## src/rtl/core/mfpr_pkg.sv

```systemverilog
`default_nettype none
// ----------------------------------------------------------------------------
// mfpr_pkg
// Shared types and constants for the marker framed packet receiver.
// ----------------------------------------------------------------------------
package mfpr_pkg;

    localparam int unsigned MARKER_W   = 32;
    localparam int unsigned SIZE_W     = 16;
    localparam int unsigned BYTE_W     = 8;
    localparam int unsigned CFG_IDX_W  = 2;

    localparam logic [MARKER_W-1:0] START_MARKER_RESET = '0;
    localparam logic [SIZE_W-1:0]   MAX_PAYLOAD_RESET  = 16'd1024;

    // Header field lengths in bytes
    localparam logic [SIZE_W-1:0]   HDR_FIELD_BYTES    = 16'd2;

    typedef enum logic [CFG_IDX_W-1:0] {
        CFG_START_MARKER = 2'd0,
        CFG_MAX_PAYLOAD  = 2'd1
    } cfg_index_t;

    typedef enum logic [3:0] {
        PH_IDLE = 4'b0001,
        PH_SIZE = 4'b0010,
        PH_CSUM = 4'b0100,
        PH_DATA = 4'b1000
    } phase_t;

endpackage : mfpr_pkg
`default_nettype wire

```

## src/rtl/core/marker_framed_packet_receiver_unit.sv

```systemverilog
`default_nettype none
// ----------------------------------------------------------------------------
// marker_framed_packet_receiver_unit
// Hunts a 32-bit start marker in the byte stream, then parses size, checksum
// and payload, streaming payload bytes out with their index.
// ----------------------------------------------------------------------------
//  channel  | direction | handshake            | payload
//  ---------+-----------+----------------------+------------------------------
//  in       | input     | in_valid / in_stall  | rx_byte
//  out      | output    | out_valid / out_stall| payload_*, frame_*
//  cfg      | input     | cfg_wr_en            | cfg_index, cfg_wdata
//
//  One beat per cycle: each input beat updates the parser state and loads the
//  result register in the cycle it is accepted; its result shows the cycle after.
//  The single output register lets a new beat in whenever it is empty or
//  being drained in the same cycle; in_stall rises only on a held result.
//  Reset clears the parser to idle and the registers to marker 0, size 1024.
// ----------------------------------------------------------------------------
module marker_framed_packet_receiver_unit
    import mfpr_pkg::*;
(
    input  wire logic                  clk,
    input  wire logic                  rst_n,

    input  wire logic                  in_valid,
    output logic                       in_stall,
    input  wire logic [BYTE_W-1:0]     rx_byte,

    output logic                       out_valid,
    input  wire logic                  out_stall,
    output logic                       payload_valid,
    output logic [BYTE_W-1:0]          payload_byte,
    output logic [SIZE_W-1:0]          payload_index,
    output logic                       frame_done,
    output logic                       frame_good,
    output logic                       frame_aborted,

    input  wire logic                  cfg_wr_en,
    input  wire logic [CFG_IDX_W-1:0]  cfg_index,
    input  wire logic [MARKER_W-1:0]   cfg_wdata
);

    logic [MARKER_W-1:0] start_marker_reg;
    logic [SIZE_W-1:0]   max_payload_reg;

    logic [MARKER_W-1:0] window_reg,     window_next;
    phase_t              phase_reg,      phase_next;
    logic [SIZE_W-1:0]   bytes_left_reg, bytes_left_next;
    logic [SIZE_W-1:0]   frame_size_reg, frame_size_next;
    logic [SIZE_W-1:0]   csum_reg,       csum_next;
    logic [SIZE_W-1:0]   sum_reg,        sum_next;
    logic [SIZE_W-1:0]   pos_reg,        pos_next;
    logic                good_reg,       good_next;

    logic                out_valid_reg;
    logic                pvalid_reg,     pvalid_next;
    logic [BYTE_W-1:0]   pbyte_reg,      pbyte_next;
    logic [SIZE_W-1:0]   pindex_reg,     pindex_next;
    logic                done_reg,       done_next;
    logic                aborted_reg,    aborted_next;

    logic                in_accept;
    logic [MARKER_W-1:0] shifted;
    logic [SIZE_W-1:0]   bl_dec;
    logic                bl_last;
    logic [SIZE_W-1:0]   size_sh;
    logic [SIZE_W-1:0]   csum_sh;
    logic [SIZE_W-1:0]   sum_add;

    assign in_stall  = out_valid_reg & out_stall;
    assign in_accept = in_valid & ~in_stall;

    assign shifted = {window_reg[MARKER_W-BYTE_W-1:0], rx_byte};
    assign bl_dec  = bytes_left_reg - 16'd1;
    assign bl_last = (bl_dec == '0);
    assign size_sh = {frame_size_reg[SIZE_W-BYTE_W-1:0], rx_byte};
    assign csum_sh = {csum_reg[SIZE_W-BYTE_W-1:0], rx_byte};
    assign sum_add = sum_reg + {{(SIZE_W-BYTE_W){1'b0}}, rx_byte};

    always_comb
    begin
        window_next     = shifted;
        phase_next      = phase_reg;
        bytes_left_next = bytes_left_reg;
        frame_size_next = frame_size_reg;
        csum_next       = csum_reg;
        sum_next        = sum_reg;
        pos_next        = pos_reg;
        good_next       = good_reg;
        pvalid_next     = 1'b0;
        pbyte_next      = '0;
        pindex_next     = '0;
        done_next       = 1'b0;
        aborted_next    = 1'b0;

        if (shifted == start_marker_reg)
        begin
            // marker restarts the frame, window included
            window_next     = '0;
            phase_next      = PH_SIZE;
            bytes_left_next = HDR_FIELD_BYTES;
            frame_size_next = '0;
            csum_next       = '0;
            sum_next        = '0;
            pos_next        = '0;
            good_next       = 1'b0;
        end
        else
        begin
            case (phase_reg)
                PH_IDLE:
                begin
                end
                PH_SIZE:
                begin
                    frame_size_next = size_sh;
                    bytes_left_next = bl_dec;
                    if (bl_last)
                    begin
                        if (size_sh > max_payload_reg)
                        begin
                            window_next     = '0;
                            phase_next      = PH_IDLE;
                            bytes_left_next = '0;
                            frame_size_next = '0;
                            csum_next       = '0;
                            sum_next        = '0;
                            pos_next        = '0;
                            good_next       = 1'b0;
                            aborted_next    = 1'b1;
                        end
                        else
                        begin
                            phase_next      = PH_CSUM;
                            bytes_left_next = HDR_FIELD_BYTES;
                        end
                    end
                end
                PH_CSUM:
                begin
                    csum_next       = csum_sh;
                    bytes_left_next = bl_dec;
                    if (bl_last)
                    begin
                        if (frame_size_reg != '0)
                        begin
                            phase_next      = PH_DATA;
                            bytes_left_next = frame_size_reg;
                        end
                        else
                        begin
                            if (csum_sh == '0)
                                good_next = 1'b1;
                            phase_next = PH_IDLE;
                            done_next  = 1'b1;
                        end
                    end
                end
                PH_DATA:
                begin
                    pvalid_next     = 1'b1;
                    pbyte_next      = rx_byte;
                    pindex_next     = pos_reg;
                    pos_next        = pos_reg + 16'd1;
                    sum_next        = sum_add;
                    bytes_left_next = bl_dec;
                    if (bl_last)
                    begin
                        if ((16'd0 - sum_add) == csum_reg)
                            good_next = 1'b1;
                        phase_next = PH_IDLE;
                        done_next  = 1'b1;
                    end
                end
                default:
                begin
                    phase_next = PH_IDLE;
                end
            endcase
        end
    end

    // configuration registers
    always_ff @(posedge clk or negedge rst_n)
    begin
        if (!rst_n)
        begin
            start_marker_reg <= START_MARKER_RESET;
            max_payload_reg  <= MAX_PAYLOAD_RESET;
        end
        else if (cfg_wr_en)
        begin
            case (cfg_index)
                CFG_START_MARKER: start_marker_reg <= cfg_wdata;
                CFG_MAX_PAYLOAD:  max_payload_reg  <= cfg_wdata[SIZE_W-1:0];
                default:
                begin
                end
            endcase
        end
    end

    // parser state
    always_ff @(posedge clk or negedge rst_n)
    begin
        if (!rst_n)
        begin
            window_reg     <= '0;
            phase_reg      <= PH_IDLE;
            bytes_left_reg <= '0;
            frame_size_reg <= '0;
            csum_reg       <= '0;
            sum_reg        <= '0;
            pos_reg        <= '0;
            good_reg       <= 1'b0;
        end
        else if (in_accept)
        begin
            window_reg     <= window_next;
            phase_reg      <= phase_next;
            bytes_left_reg <= bytes_left_next;
            frame_size_reg <= frame_size_next;
            csum_reg       <= csum_next;
            sum_reg        <= sum_next;
            pos_reg        <= pos_next;
            good_reg       <= good_next;
        end
    end

    // result register
    always_ff @(posedge clk or negedge rst_n)
    begin
        if (!rst_n)
            out_valid_reg <= 1'b0;
        else if (in_accept)
            out_valid_reg <= 1'b1;
        else if (!out_stall)
            out_valid_reg <= 1'b0;
    end

    always_ff @(posedge clk)
    begin
        if (in_accept)
        begin
            pvalid_reg  <= pvalid_next;
            pbyte_reg   <= pbyte_next;
            pindex_reg  <= pindex_next;
            done_reg    <= done_next;
            aborted_reg <= aborted_next;
        end
    end

    // the good flag after this beat is the registered state itself
    assign out_valid     = out_valid_reg;
    assign payload_valid = pvalid_reg;
    assign payload_byte  = pbyte_reg;
    assign payload_index = pindex_reg;
    assign frame_done    = done_reg;
    assign frame_good    = good_reg;
    assign frame_aborted = aborted_reg;

endmodule : marker_framed_packet_receiver_unit
`default_nettype wire

```

## config.mk

```make
export PLATFORM = sky130hd
export DESIGN_NAME = marker_framed_packet_receiver_unit
export DESIGN_NICKNAME = d
export VERILOG_FILES = /design/src/rtl/core/mfpr_pkg.sv /design/src/rtl/core/marker_framed_packet_receiver_unit.sv
export SDC_FILE = /design/constraint.sdc
export NUM_CORES = 1
export LEC_CHECK = 0
export BUFFER_PORTS_ARGS = -buffer_cell sky130_fd_sc_hd__buf_2
export CAP_MARGIN = 20
export CORE_MARGIN = 3
export CORE_UTILIZATION = 63
export CTS_BUF_LIST = sky130_fd_sc_hd__clkbuf_4
export CTS_CLUSTER_SIZE = 20
export DETAILED_ROUTE_END_ITERATION = 10
export MAX_ROUTING_LAYER = met4
export PLACE_DENSITY = 0.82
export SYNTH_ARGS = -nofsm -noshare
export SYNTH_HDL_FRONTEND = slang
export SYNTH_SLANG_ARGS = --single-unit
```

## constraint.sdc

```tcl
create_clock -name clk -period 4.2 [get_ports clk]
set_input_delay 0.21 -clock clk [delete_from_list [all_inputs] [get_ports clk]]
set_output_delay 0.21 -clock clk [all_outputs]
set_load 0.01 [all_outputs]
```

==> impl_metrics.json, run 1 <==
{
  "worstSetupStartpointType": "register",
  "initial_core_util": 0.655,
  "grt_overflow": 0,
  "dpl_cell_area_um2": 10700,
  "cts_tree": "built",
  "io_pins": 77,
  "fin_skew_ns": 0.0314,
  "p_total_w": 0.00387,
  "fmax_mhz": 276,
  "largest_reg_flops": 32,
  "period_minus_slack_ns": 3.63,
  "drive_above_1_share": 0.193,
  "cap_violations": 0,
  "status": "complete, no violations",
  "drt_first_pass_iters": 5,
  "cts_htree_levels": 4,
  "switching_share": 0.301,
  "utilization": 0.740,
  "critical_path_required_ns": 4.72,
  "ys_types": 84,
  "dpl_worst_slack_ns": 0.609,
  "min_path_type": "input port to register",
  "p_int_w": 0.00271,
  "arrival_ns": 4.15,
  "tightest_slew_ns": 0.974,
  "pwr-share-comb": 0.194,
  "grt_pass1_vias": 7963,
  "finalSetupViolCount": 0,
  "antenna_found_initial": 1,
  "crit_fanout": 7,
  "hold_viol_final": 0,
  "syn-num-nets": 1070,
  "relSlewSlack": 0.345,
  "synth-async-reset-ratio": 0.854,
  "seqPwrFrac": 0.547,
  "seq_area_frac_synth": 0.471,
  "post_cts_buffers": 0,
  "synth-edff-count": 27,
  "hold_depth": 4,
  "rsz0062_at_grt": "no",
  "placementRows": 45,
  "ir_drop_mv": 0.306,
  "drtIter0Drc": 863,
  "die_w_um": 133,
  "power_frac_clock": 0.259,
  "wl_per_cell_um": 18.9,
  "ys_warn_count": 0,
  "power.density_nw_per_um2": 339,
  "num_vias": 8346,
  "die_height_um": 133,
  "cts_buffers": 17,
  "drt_wl_total_mm": 25.1,
  "clock_latency_ns": 0.58,
  "critPathKind": "register to register",
  "die-area_um2": 17600,
  "fillers": 1101,
  "p_leak_nw": 5.05,
  "clockBufferDepth": 2,
  "design_area_um2": 11400,
  "end_kind": "register",
  "route.detailed.drc": 0,
  "ys_ff_latch": 185,
  "ys.flop_type": "dfrtp_1",
  "clock-sinks": 185,
  "fin_ws_ns": 0.573,
  "root_buffer": "clkbuf_4",
  "grt_pass1_wl_mm": 40.9,
  "syn_to_final_growth_pct": 12.9,
  "syn_inst": 994,
  "switchingPower_w": 0.00116,
  "grt_max_degree": 107,
  "tns_ns": 0,
  "grt_usage": 0.296,
  "finalCritPeriodShare": 0.864,
  "viasPerCell": 6.28,
  "rr_worst_depth": 10,
  "fin_nets": 1179,
  "avgSynthCellArea_um2": 10.2,
  "core-area_um2": 15400,
  "io_buffer_count": 76,
  "finalMaxSlewViolations": 0,
  "dp_hpwl_mm": 16.7,
  "gp_congestion": 0.954,
  "netlist_area_um2": 10100,
  "ant_nets": 0,
  "clk_pin_slew_ns": 0.16
}
-- critical path, cell delays in order, from the launching register on --
cell,delay [ns]
dfrtp_1,0.44
ha_1,0.30
a211oi_2,0.47
nor4b_1,0.17
nor3_1,0.48
xnor2_1,0.13
o31ai_1,0.52
a21oi_1,0.16
nand3b_1,0.18
a2111oi_0,0.54
a31o_1,0.21
-- cells in the final DEF, fill, tap and decap left out, drive strengths merged, types with 9 or more instances in the layout --
| cell | count |
|---|---|
| a211oi | 10 |
| a21oi | 32 |
| a22o | 26 |
| a31o | 10 |
| and2 | 42 |
| and3 | 11 |
| buf | 95 |
| clkbuf | 21 |
| dfrtp | 156 |
| dlygate4sd3 | 41 |
| edfxtp | 27 |
| ha | 28 |
| inv | 33 |
| mux2 | 52 |
| nand2 | 97 |
| nand3 | 13 |
| nand4 | 17 |
| nor2 | 55 |
| nor3 | 20 |
| nor4 | 24 |
| o21ai | 93 |
| o31ai | 17 |
| or3 | 9 |
| xnor2 | 28 |
| xor2 | 48 |
-- metrics by stage --
stage                     hold slack (ns)  instances
after global placement              0.406       1253
after global routing               0.0537       1328
final                              0.0787       1328
after CTS                          0.0424       1326
after floorplan                   -0.0856        994
after detailed placement            0.404       1253
-- area by class of cell --
| cell class | instances | area (µm²) | area share |
|---|---|---|---|
| sequential | 185 | 4770 | 0.417 |
| antenna | 1 | 2.50 | 0.000219 |
| timing repair buffer | 136 | 940 | 0.0823 |
| multi-input combinational | 732 | 5050 | 0.442 |
| clock inverter | 11 | 123 | 0.0107 |
| inverter | 31 | 116 | 0.0102 |
| clock buffer | 21 | 158 | 0.0138 |
| tap | 211 | 264 | 0.0231 |
-- kinds of logic (layout without fill, tap and decap cells) --
family | after synthesis | after routing | share of synthesized area
adder cells (fa/ha/maj) | 29 | 29 | 0.0366
XOR/XNOR | 76 | 76 | 0.0658
buffers and inverters | 77 | 199 | 0.0307
other | 0 | 1 | 0
AO/OA/AOI/OAI | 243 | 243 | 0.162
AND/OR/NAND/NOR | 332 | 332 | 0.175
multiplexers | 52 | 52 | 0.0579
flip-flops | 185 | 185 | 0.471
-- cell usage after synthesis (all sizes together), types with 9 or more instances --
cell | count | area, µm²
dfrtp | 156 | 3900
nand2 | 97 | 364
o21ai | 93 | 469
nor2 | 55 | 219
mux2 | 52 | 586
xor2 | 48 | 420
and2 | 42 | 263
clkbuf | 35 | 131
a21oi | 32 | 164
inv | 31 | 116
ha | 28 | 350
xnor2 | 28 | 245
edfxtp | 27 | 811
a22o | 26 | 228
nor4 | 24 | 171
nor3 | 20 | 111
nand4 | 17 | 106
o31ai | 17 | 143
nand3 | 13 | 65.1
and3 | 11 | 68.8
buf | 11 | 62.6
a211oi | 10 | 80.1
a31o | 10 | 96.4
or3 | 9 | 56.3
-- routing by layer --
metal | global-route usage | routed length [µm] | vias to the layer above
met4 | 0.102 | 777 | 0
met3 | 0.0502 | 1890 | 67
met1 | 0.402 | 10700 | 4039
met5 | - | 0 | -
met2 | 0.454 | 11600 | 383
li1 | - | - | 3857
-- worst paths after layout --
kind	start	slack (ns)	end
worst max register to register	sum_reg[1]$_DFFE_PN0P_	0.57	frame_good$_DFFE_PN0P_
min in group asynchronous	rst_n	0.33	bytes_left_reg[11]$_DFFE_PN0P_
worst min-delay path	rx_byte[5]	0.08	window_reg[5]$_DFFE_PN0P_
max in group asynchronous	rst_n	2.90	sum_reg[7]$_DFFE_PN0P_
worst max-delay path	sum_reg[1]$_DFFE_PN0P_	0.57	frame_good$_DFFE_PN0P_
worst min register to register	sum_reg[5]$_DFFE_PN0P_	0.50	sum_reg[5]$_DFFE_PN0P_
-- power groups by stage --
stage                     logic (W)  clock network (W)  registers, W
after detailed placement   0.000703                  0       0.00215
after global placement     0.000677                  0       0.00214
after floorplan            0.000506                  0       0.00211
final                      0.000752            0.00100       0.00212
after CTS                  0.000737            0.00101       0.00211
after global routing       0.000833            0.00110       0.00214
-- timing repair --
item	in CTS	in global routing
hold buffers	41	0
setup endpoints to repair	0	0
hold endpoints to repair	158	0
gates resized for setup	0	0
(Power assumes the default switching activity.)
==> run 2: changes to the inputs <==
--- a/config.mk
+++ b/config.mk
@@ -5,6 +5,7 @@
 export SDC_FILE = /design/constraint.sdc
 export NUM_CORES = 1
 export LEC_CHECK = 0
+export ABC_AREA = 1
 export BUFFER_PORTS_ARGS = -buffer_cell sky130_fd_sc_hd__buf_2
 export CAP_MARGIN = 20
 export CORE_MARGIN = 3
==> run 2 against run 1 <==
Synthesized cell count rose by 40%. Clock skew rose by 0.0035 ns. Worst setup slack improved by 0.46 ns. Final area rose by 5.8%. Sequential share of layout area fell by 2.3 points. Synthesized area rose by 5.6%. Global-route usage rose by 2.7 points. Core utilization rose by 0.39 points. Register-to-register slack improved by 0.46 ns. Largest cell class unchanged.
==> impl_metrics.json, run 2 <==
{
  "cap_violations": 0,
  "power.density_nw_per_um2": 329,
  "cpPeakStageDelay_ns": 0.60,
  "cts_tree": "built",
  "syn-num-nets": 1469,
  "placementRows": 46,
  "synth-edff-count": 27,
  "drtIter0Drc": 866,
  "drt_wl_total_mm": 27.6,
  "viasPerCell": 5.68,
  "fin_skew_ns": 0.0349,
  "period_minus_slack_ns": 3.16,
  "finalCritPeriodShare": 0.753,
  "syn_inst": 1393,
  "ys.flop_type": "dfrtp_1",
  "final_common_cell": "nand2_1",
  "route.detailed.drc": 0,
  "mostFrequentLayoutCells": "nand2_1, inv_1, dfrtp_1",
  "dp_cells": 1658,
  "fmax_mhz": 316,
  "drt_first_pass_iters": 6,
  "ys_warn_count": 0,
  "hold_viol_final": 0,
  "tightest_slew_ns": 0.836,
  "yosys-top-cells-area": "dfrtp_1, nand2_1, edfxtp_1, inv_1, nand3_1",
  "yosysTopAreaCellShare": 0.366,
  "timing.hold.ws_ns": 0.191,
  "gp_congestion": 1.04,
  "crit_buf_inv": 1,
  "rsz0062_at_grt": "no",
  "cp_top_family": "simple AND/OR/NAND/NOR gates",
  "yosysMostFrequentCell": "nand2_1",
  "critPathKind": "register to register",
  "utilization": 0.744,
  "rr_endpoint": "sum_reg[7]$_DFFE_PN0P_",
  "grt_overflow": 0,
  "clock_latency_ns": 0.62,
  "io_buffer_count": 76,
  "path_cells": "inv_1 -> ha_1 -> nand2_1 -> nor2_1 -> nand3_1 -> xor2_1 -> nand3_1 -> nor2_1 -> nand2_2 -> nand2_2 -> nand3_2 -> nor2_2 -> nand3_1 -> o21ai_0",
  "relSlewSlack": 0.443,
  "root_buffer": "clkbuf_4",
  "endpoint": "sum_reg[7]$_DFFE_PN0P_",
  "clock-sinks": 185,
  "clk_pin_slew_ns": 0.17,
  "path_common_cell": "nand3_1",
  "finalMaxSlewViolations": 0,
  "worstSetupStartpointType": "register",
  "fin_nets": 1584,
  "grt_pass1_vias": 9639,
  "r2r_start": "bytes_left_reg[0]$_DFFE_PN0P_",
  "worstSetupPathDepth": 14,
  "p_leak_nw": 6.00,
  "grt_pass1_wl_mm": 46.3,
  "avgSynthCellArea_um2": 7.66,
  "synth-async-reset-ratio": 0.854,
  "cts_buffers": 17,
  "synth_area_leader_cell": "dfrtp_1",
  "initial_core_util": 0.658,
  "num_vias": 9870,
  "rr_worst_depth": 14,
  "crit_fanout": 15,
  "end_kind": "register",
  "cp_slowest_cell": "nor2_2",
  "dp_hpwl_mm": 19.3,
  "die_height_um": 136,
  "die-area_um2": 18500,
  "syn_to_final_growth_pct": 13.1,
  "status": "complete, no violations",
  "die_w_um": 136,
  "reg2reg_slack_ns": 1.04,
  "stdcell_count": 1738,
  "ys_ff_latch": 185,
  "wl_per_cell_um": 15.9,
  "antenna_found_initial": 1,
  "min_path_type": "input port to register",
  "ant_nets": 0,
  "tns_ns": 0,
  "cts_htree_levels": 4,
  "io_pins": 77,
  "clockBufferDepth": 2,
  "grt_max_degree": 90,
  "post_cts_buffers": 0,
  "cts_resized": 0,
  "netlist_top_cells_count": "nand2_1, inv_1, dfrtp_1",
  "seq_area_frac_synth": 0.447,
  "grt_usage": 0.323,
  "critPathLaunch": "bytes_left_reg[0]$_DFFE_PN0P_",
  "ys_types": 41,
  "critical_path_required_ns": 4.74,
  "netlist_area_um2": 10700,
  "core-area_um2": 16200,
  "ir_drop_mv": 0.235,
  "fillers": 1215,
  "largest_reg_flops": 32,
  "drive_above_1_share": 0.114,
  "finalSetupViolCount": 0,
  "arrival_ns": 3.71,
  "p_total_w": 0.00397
}
-- run 2: area by class of cell --
class	count	area, µm²	share of cell area
Sequential cell	185	4770	0.395
Inverter	200	751	0.0622
Multi-Input combinational cell	969	4990	0.413
Tap cell	216	270	0.0224
Timing Repair Buffer	135	966	0.0800
Clock inverter	15	201	0.0167
Clock buffer	17	128	0.0106
Antenna cell	1	2.50	0.000207
-- run 2: cell families (layout without fill, tap and decap cells) --
group | count (synthesis) | count (layout) | synth area share
adders and majority gates | 29 | 29 | 0.0347
muxes | 16 | 16 | 0.0169
other | 0 | 1 | 0
and+or+nand+nor | 687 | 687 | 0.274
AOI/OAI and AO/OA | 184 | 184 | 0.0966
DFF | 185 | 185 | 0.447
buffers and inverters | 239 | 367 | 0.0866
xor gates and xnor gates | 53 | 53 | 0.0449
-- run 2: timing repair --
action | CTS | global route
hold buffers | 43 | 2
endpoints found under the hold margin | 144 | 1
setup endpoints to repair | 0 | 0
-- run 2: metal layers --
layer | global-route usage | part of all wire
met1 | 0.431 | 0.43
met2 | 0.508 | 0.47
met5 | - | 0
met4 | 0.101 | 0.024
met3 | 0.0574 | 0.076
-- run 2: power by group --
group | switching, W | leakage [nW] | internal, W
clock | 0.000725 | 0.175 | 0.000390
sequential | 0.000111 | 2.21 | 0.00197
combinational | 0.000461 | 3.61 | 0.000312
total | 0.00130 | 6.00 | 0.00268
-- run 2: worst min-delay path, cell delays in order --
cell and delay, ns:
buf_2 0.12, nand3b_1 0.15, buf_8 0.22, o21ai_0 0.11
-- run 2: worst min-delay path by stage --
stage	startpoint	endpoint	slack, ns	cells after the start
global placement	rst_n	bytes_left_reg[7]$_DFFE_PN0P_	0.34	1
floorplan	rst_n	bytes_left_reg[0]$_DFFE_PN0P_	-0.09	0
global route	cfg_wr_en	max_payload_reg[4]$_DFFE_PN0P_	0.19	4
finish	cfg_wr_en	max_payload_reg[10]$_DFFE_PN1P_	0.19	4
CTS	cfg_wr_en	start_marker_reg[6]$_DFFE_PN0P_	0.17	5
detailed placement	rst_n	bytes_left_reg[6]$_DFFE_PN0P_	0.34	1
-- run 2: through the flow --
stage / setup slack (ns) / instance area (µm²)
global placement: 1.20 / 11300
global route: 0.741 / 12100
finish: 1.04 / 12100
detailed placement: 1.02 / 11300
floorplan: 1.59 / 10700
CTS: 0.971 / 12000
